**src/rtl/glep_pkg.sv**
```systemverilog
package glep_pkg;

  localparam int MAX_EDGES    = 1024;
  localparam int MAX_VERTICES = 4096;

  localparam int OP_W   = 2;
  localparam int VID_W  = 12;
  localparam int IDX_W  = 10;
  localparam int LIVE_W = 11;

  localparam int EIDX_W = $clog2(MAX_EDGES);
  localparam int ECNT_W = $clog2(MAX_EDGES + 1);
  localparam int VIDX_W = $clog2(MAX_VERTICES);
  localparam int DEG_W  = $clog2(2 * MAX_EDGES + 1);

  typedef enum logic [OP_W-1:0] {
    OP_CLEAR = 2'd0,
    OP_ADD   = 2'd1,
    OP_PRUNE = 2'd2,
    OP_QUERY = 2'd3
  } op_t;

  typedef enum logic [1:0] {
    DEG_ZERO = 2'd0,
    DEG_INC  = 2'd1,
    DEG_DEC  = 2'd2
  } deg_mode_t;

  typedef enum logic [1:0] {
    EW_NEW  = 2'd0,
    EW_MARK = 2'd1,
    EW_KILL = 2'd2
  } ewr_mode_t;

  typedef enum logic [1:0] {
    RSP_PLAIN = 2'd0,
    RSP_FULL  = 2'd1,
    RSP_QUERY = 2'd2
  } rsp_kind_t;

  typedef struct packed {
    logic             alive;
    logic             mark;
    logic [VID_W-1:0] end_a;
    logic [VID_W-1:0] end_b;
  } edge_ent_t;

  typedef struct packed {
    logic      latch;
    logic      tbl_clr;
    logic      add_commit;
    logic      alive_dec;
    logic      vcnt_clr;
    logic      vcnt_inc;
    logic      ecnt_clr;
    logic      ecnt_inc;
    logic      any_clr;
    logic      any_set;
    logic      da1_cap;
    logic      edge_rd;
    logic      edge_rd_idx;
    logic      edge_wr;
    ewr_mode_t ewr_mode;
    logic      deg_rd;
    logic      deg_wr;
    logic      deg_sel_b;
    logic      deg_src_edge;
    deg_mode_t deg_mode;
    logic      resp;
    rsp_kind_t rsp_kind;
  } cmd_t;

  typedef struct packed {
    op_t  op;
    logic vcnt_last;
    logic ecnt_last;
    logic tbl_full;
    logic tbl_empty;
    logic vert_ok;
    logic e_alive;
    logic e_mark;
    logic mark_hit;
    logic any_mark;
  } sts_t;

endpackage

```
**src/rtl/glep_ctrl.sv**
```systemverilog
module glep_ctrl (
  input  logic           clk,
  input  logic           rst_n,
  input  logic           start,
  output logic           busy,
  input  glep_pkg::sts_t sts,
  output glep_pkg::cmd_t cmd
);

  typedef enum logic [15:0] {
    S_CLR    = 16'b0000_0000_0000_0001,
    S_IDLE   = 16'b0000_0000_0000_0010,
    S_DISP   = 16'b0000_0000_0000_0100,
    S_ADD_WA = 16'b0000_0000_0000_1000,
    S_ADD_RB = 16'b0000_0000_0001_0000,
    S_ADD_WB = 16'b0000_0000_0010_0000,
    S_Q_RESP = 16'b0000_0000_0100_0000,
    S_P1_RD  = 16'b0000_0000_1000_0000,
    S_P1_RA  = 16'b0000_0001_0000_0000,
    S_P1_RB  = 16'b0000_0010_0000_0000,
    S_P1_EV  = 16'b0000_0100_0000_0000,
    S_P2_RD  = 16'b0000_1000_0000_0000,
    S_P2_CHK = 16'b0001_0000_0000_0000,
    S_P2_WA  = 16'b0010_0000_0000_0000,
    S_P2_RB  = 16'b0100_0000_0000_0000,
    S_P2_WB  = 16'b1000_0000_0000_0000
  } state_t;

  state_t state_r, state_nxt;
  logic   resp_clr_r, resp_clr_nxt;
  logic   marked;

  always_comb begin
    state_nxt    = state_r;
    resp_clr_nxt = resp_clr_r;
    cmd          = '0;
    marked       = 1'b0;
    case (state_r)
      S_CLR: begin
        cmd.deg_wr   = 1'b1;
        cmd.deg_mode = glep_pkg::DEG_ZERO;
        cmd.vcnt_inc = 1'b1;
        if (sts.vcnt_last) begin
          cmd.resp     = resp_clr_r;
          cmd.rsp_kind = glep_pkg::RSP_PLAIN;
          resp_clr_nxt = 1'b0;
          state_nxt    = S_IDLE;
        end
      end
      S_IDLE: begin
        if (start) begin
          cmd.latch = 1'b1;
          state_nxt = S_DISP;
        end
      end
      S_DISP: begin
        case (sts.op)
          glep_pkg::OP_CLEAR: begin
            cmd.tbl_clr  = 1'b1;
            cmd.vcnt_clr = 1'b1;
            resp_clr_nxt = 1'b1;
            state_nxt    = S_CLR;
          end
          glep_pkg::OP_ADD: begin
            if (sts.tbl_full) begin
              cmd.resp     = 1'b1;
              cmd.rsp_kind = glep_pkg::RSP_FULL;
              state_nxt    = S_IDLE;
            end else if (!sts.vert_ok) begin
              cmd.resp     = 1'b1;
              cmd.rsp_kind = glep_pkg::RSP_PLAIN;
              state_nxt    = S_IDLE;
            end else begin
              cmd.edge_wr  = 1'b1;
              cmd.ewr_mode = glep_pkg::EW_NEW;
              cmd.deg_rd   = 1'b1;
              state_nxt    = S_ADD_WA;
            end
          end
          glep_pkg::OP_PRUNE: begin
            if (sts.tbl_empty) begin
              cmd.resp     = 1'b1;
              cmd.rsp_kind = glep_pkg::RSP_PLAIN;
              state_nxt    = S_IDLE;
            end else begin
              cmd.ecnt_clr = 1'b1;
              cmd.any_clr  = 1'b1;
              state_nxt    = S_P1_RD;
            end
          end
          glep_pkg::OP_QUERY: begin
            cmd.edge_rd     = 1'b1;
            cmd.edge_rd_idx = 1'b1;
            state_nxt       = S_Q_RESP;
          end
          default: begin
            state_nxt = S_IDLE;
          end
        endcase
      end
      S_ADD_WA: begin
        cmd.deg_wr   = 1'b1;
        cmd.deg_mode = glep_pkg::DEG_INC;
        state_nxt    = S_ADD_RB;
      end
      S_ADD_RB: begin
        cmd.deg_rd    = 1'b1;
        cmd.deg_sel_b = 1'b1;
        state_nxt     = S_ADD_WB;
      end
      S_ADD_WB: begin
        cmd.deg_wr     = 1'b1;
        cmd.deg_sel_b  = 1'b1;
        cmd.deg_mode   = glep_pkg::DEG_INC;
        cmd.add_commit = 1'b1;
        cmd.resp       = 1'b1;
        cmd.rsp_kind   = glep_pkg::RSP_PLAIN;
        state_nxt      = S_IDLE;
      end
      S_Q_RESP: begin
        cmd.resp     = 1'b1;
        cmd.rsp_kind = glep_pkg::RSP_QUERY;
        state_nxt    = S_IDLE;
      end
      S_P1_RD: begin
        cmd.edge_rd = 1'b1;
        state_nxt   = S_P1_RA;
      end
      S_P1_RA, S_P1_EV: begin
        if (state_r == S_P1_RA && sts.e_alive) begin
          cmd.deg_rd       = 1'b1;
          cmd.deg_src_edge = 1'b1;
          state_nxt        = S_P1_RB;
        end else begin
          if (state_r == S_P1_EV && sts.mark_hit) begin
            cmd.edge_wr  = 1'b1;
            cmd.ewr_mode = glep_pkg::EW_MARK;
            cmd.any_set  = 1'b1;
            marked       = 1'b1;
          end
          if (!sts.ecnt_last) begin
            cmd.ecnt_inc = 1'b1;
            state_nxt    = S_P1_RD;
          end else if (sts.any_mark || marked) begin
            cmd.ecnt_clr = 1'b1;
            state_nxt    = S_P2_RD;
          end else begin
            cmd.resp     = 1'b1;
            cmd.rsp_kind = glep_pkg::RSP_PLAIN;
            state_nxt    = S_IDLE;
          end
        end
      end
      S_P1_RB: begin
        cmd.da1_cap      = 1'b1;
        cmd.deg_rd       = 1'b1;
        cmd.deg_src_edge = 1'b1;
        cmd.deg_sel_b    = 1'b1;
        state_nxt        = S_P1_EV;
      end
      S_P2_RD: begin
        cmd.edge_rd = 1'b1;
        state_nxt   = S_P2_CHK;
      end
      S_P2_CHK, S_P2_WB: begin
        if (state_r == S_P2_CHK && sts.e_mark) begin
          cmd.edge_wr      = 1'b1;
          cmd.ewr_mode     = glep_pkg::EW_KILL;
          cmd.alive_dec    = 1'b1;
          cmd.deg_rd       = 1'b1;
          cmd.deg_src_edge = 1'b1;
          state_nxt        = S_P2_WA;
        end else begin
          if (state_r == S_P2_WB) begin
            cmd.deg_wr       = 1'b1;
            cmd.deg_src_edge = 1'b1;
            cmd.deg_sel_b    = 1'b1;
            cmd.deg_mode     = glep_pkg::DEG_DEC;
          end
          if (sts.ecnt_last) begin
            cmd.ecnt_clr = 1'b1;
            cmd.any_clr  = 1'b1;
            state_nxt    = S_P1_RD;
          end else begin
            cmd.ecnt_inc = 1'b1;
            state_nxt    = S_P2_RD;
          end
        end
      end
      S_P2_WA: begin
        cmd.deg_wr       = 1'b1;
        cmd.deg_src_edge = 1'b1;
        cmd.deg_mode     = glep_pkg::DEG_DEC;
        state_nxt        = S_P2_RB;
      end
      S_P2_RB: begin
        cmd.deg_rd       = 1'b1;
        cmd.deg_src_edge = 1'b1;
        cmd.deg_sel_b    = 1'b1;
        state_nxt        = S_P2_WB;
      end
      default: begin
        state_nxt = S_IDLE;
      end
    endcase
  end

  always_ff @(posedge clk) begin
    if (!rst_n) begin
      state_r    <= S_CLR;
      resp_clr_r <= 1'b0;
    end else begin
      state_r    <= state_nxt;
      resp_clr_r <= resp_clr_nxt;
    end
  end

  assign busy = (state_r != S_IDLE);

endmodule
```
**config.mk**
```make
export PLATFORM = sky130hd
export DESIGN_NAME = glep_ctrl
export DESIGN_NICKNAME = d
export VERILOG_FILES = /design/src/rtl/glep_pkg.sv /design/src/rtl/glep_ctrl.sv
export SDC_FILE = /design/constraint.sdc
export NUM_CORES = 1
export LEC_CHECK = 0
export ABC_AREA = 1
export BUFFER_PORTS_ARGS = -buffer_cell sky130_fd_sc_hd__buf_2
export CAP_MARGIN = 20
export CORE_AREA = 8 8 68 70
export DETAILED_ROUTE_END_ITERATION = 6
export DIE_AREA = 0 0 76 78
export SLEW_MARGIN = 10
export SYNTH_ARGS = -nofsm -noshare
export SYNTH_HDL_FRONTEND = slang
export SYNTH_SLANG_ARGS = --single-unit
```
**constraint.sdc**
```tcl
create_clock -name clk -period 2.07 [get_ports clk]
set_input_delay 0.207 -clock clk [delete_from_list [all_inputs] [get_ports clk]]
set_output_delay 0.207 -clock clk [all_outputs]
set_load 0.02 [all_outputs]
```
==> metrics.yaml <==
finish:
  fillers: 339
  final_core_util: 0.542
  mostFrequentLayoutCells: "40 x inv_1, 32 x nand2_1, 32 x buf_2"
  layout-drive-gt1-share: 0.403
  postLayoutCellArea_um2: 1920
  insertedDiodeCount: 0
  final_common_cell: "inv_1"
  final_nets: 294
  syn2layout_area_growth_pct: 38.3
  layoutNonFillerInstCount: 321
synth:
  yosysTopAreaCell: "dfxtp_1"
  syn-num-nets: 235
  syn_avg_cell_area_um2: 6.47
  seq_area_frac_synth: 0.245
  syn_area_um2: 1390
  ys_warn_count: 0
  synth.distinct_cells: 31
  synth_top_area_share: 0.245
  synth_area_leaders: "dfxtp_1 24%, inv_1 11%, nand2_1 9.5%, nand3_1 8.6%, nor2_1 8.4%"
  synth-seq-cells: 17
  syn_inst: 215
critical_path:
  cp.required_ps: 1860
  cp-startpoint: "state_r[5]"
  crit_path_end_kind: "primary output"
  endpoint: "cmd[2]"
  r2r.worst_path.cells: 10
  crit_type: "flip-flop to primary output"
  r2r_end: "state_r[1]"
  arrival_ps: 1830
  rrSetupSlack_ps: 420
  path_max_fanout: 5
  timing.rr.start: "state_r[5]"
  setup.worst_path.start_class: "flip-flop"
global_route:
  gr-total-overflow: 0
  grtUsageTotal: 0.138
  grt_max_degree: 14
  first_global_vias: 1535
  grt_pass1_wl_um: 6910
  antenna_found_initial: 0
placed_design:
  place_ws_ps: 262
  dp_cells: 301
  port_buffers: 39
  hpwlAfterDp_um: 3110
  place.gp.congestion: 0.842
  placed_area_um2: 1640
power_and_ir_drop:
  p_leak_nw: 1.12
  power_uw: 659
  vdd_drop_max_mv: 0.161
  p_per_area_nw_per_um2: 342
timing:
  fmax_mhz: 491
  final.setup.worst_slack_ps: 35.1
  hold_viol_final: 0
  grt_setup_unrepaired: "true"
  skew_ps: 16.0
  holdWs_ps: 144
  fin_crit_ps: 2030
  drv_slew: 0
  relSlewSlack: 0.694
  finalCritPeriodShare: 0.983
  setup_viol: 0
  worstMarginPinSlew_ps: 459
  setup_tns_ps: 0
floorplan:
  die_height_um: 78
  die_w_um: 76
  core.rowCount: 22
  io_pins: 40
  start_util: 0.391
  core_um2: 3550
  die-area_um2: 5930
routing:
  vias: 1540
  dr.pass1.iters: 4
  dr.max_layer_used: "met4"
  drt-met1-wl_um: 1800
  drt_first_iter_violations: 71
  dr_wl_met2_um: 1990
  vias_per_cell: 4.80
  remaining_drc_errors: 0
  drtAntennaViolNets: 0
  met3_length_um: 233
  wirelength_um: 4080
  routedWlPerCell_um: 12.7
run_status:
  outcome: "completed"
cts:
  cts-root-buf: "clkbuf_4"
  cts_buffers: 3
  clock_latency_ps: 310
  clkSinkCount: 17
  clkTransAtPathRegs_ps: 120
  clockBufferDepth: 2
  cts_tree: "built"
  htreeDepth: 1
min_path:
  hp-class: "input port to flip-flop"
run:
  max_cap_violations: 0
critical path, stage by stage, from the launching register on:
cell and delay [ps]:
dfxtp_1 350, nor2_2 190, nand2_4 120, nor2_8 150, inv_4 60, nor2_8 110, nand3_4 100, nand2_4 80
inv_2 30, nand2_2 80, nand3_2 90, buf_6 140
synthesized netlist by cell type:
cell type,count
nand2_4,2
o21ai_1,1
nand2_1,35
nor3_4,1
or3_1,1
nand4_1,4
clkbuf_1,1
and3_1,1
nand3_2,4
nor3_2,2
o21ai_0,1
nor2_4,2
a21oi_1,2
o211ai_1,2
nor2_1,31
nor3_1,8
nand3b_1,4
inv_2,3
inv_4,1
nand3_1,24
nand2_2,6
nor3b_1,1
o21ai_2,1
nor2_8,2
a31oi_1,1
ha_1,6
buf_4,1
o211ai_2,1
nor2_2,7
inv_1,42
dfxtp_1,17
what timing repair did:
action | 4_1_cts | 5_1_grt
pin swaps | 6 | 17
setup buffers | 2 | 13
hold buffers | 0 | 0
resized for setup | 6 | 36
endpoints found under the setup margin | 8 | 10
cloned | 1 | 0
final cells by class:
class,instances,area [µm²],area share
sequential,17,353,0.183
clock buffer,3,22.5,0.0117
timing repair buffer,55,344,0.179
tap,48,60.1,0.0312
clock inverter,1,5.00,0.00260
inverter,46,175,0.0911
multi-input combinational,151,963,0.501
worst min path at each step:
stage                       endpoint  depth (start not counted)  slack [ps]    from
after detailed placement  state_r[9]                          3         470  sts[3]
after global placement    state_r[9]                          3         470  sts[3]
after floorplan           state_r[7]                          2         300   rst_n
after CTS                 state_r[2]                          3         150   start
final                     state_r[2]                          3         140   start
after global routing      state_r[0]                          2         160   rst_n
cell families after synthesis:
logic type      synth area share
compound gates            0.0450
flops                      0.245
simple gates               0.522
fa+ha+maj                 0.0540
buf+inv                    0.134
where the power goes:
part | internal [mW] | switching (mW) | total [mW]
Sequential | 0.330 | 0.00554 | 0.336
Combinational | 0.0499 | 0.0856 | 0.136
Clock | 0.0721 | 0.115 | 0.187
Total | 0.452 | 0.206 | 0.659
registers in the layout (all words and copies together), names as in the netlist:
name and flops:
state_r 16, resp_clr_r 1
metal layers:
metal	vias up	GRT usage
met5	-	0
met4	0	0.0588
met3	5	0.0392
met2	33	0.231
met1	712	0.160
li1	790	-
No activity file was read; power rests on OpenSTA's default activity.
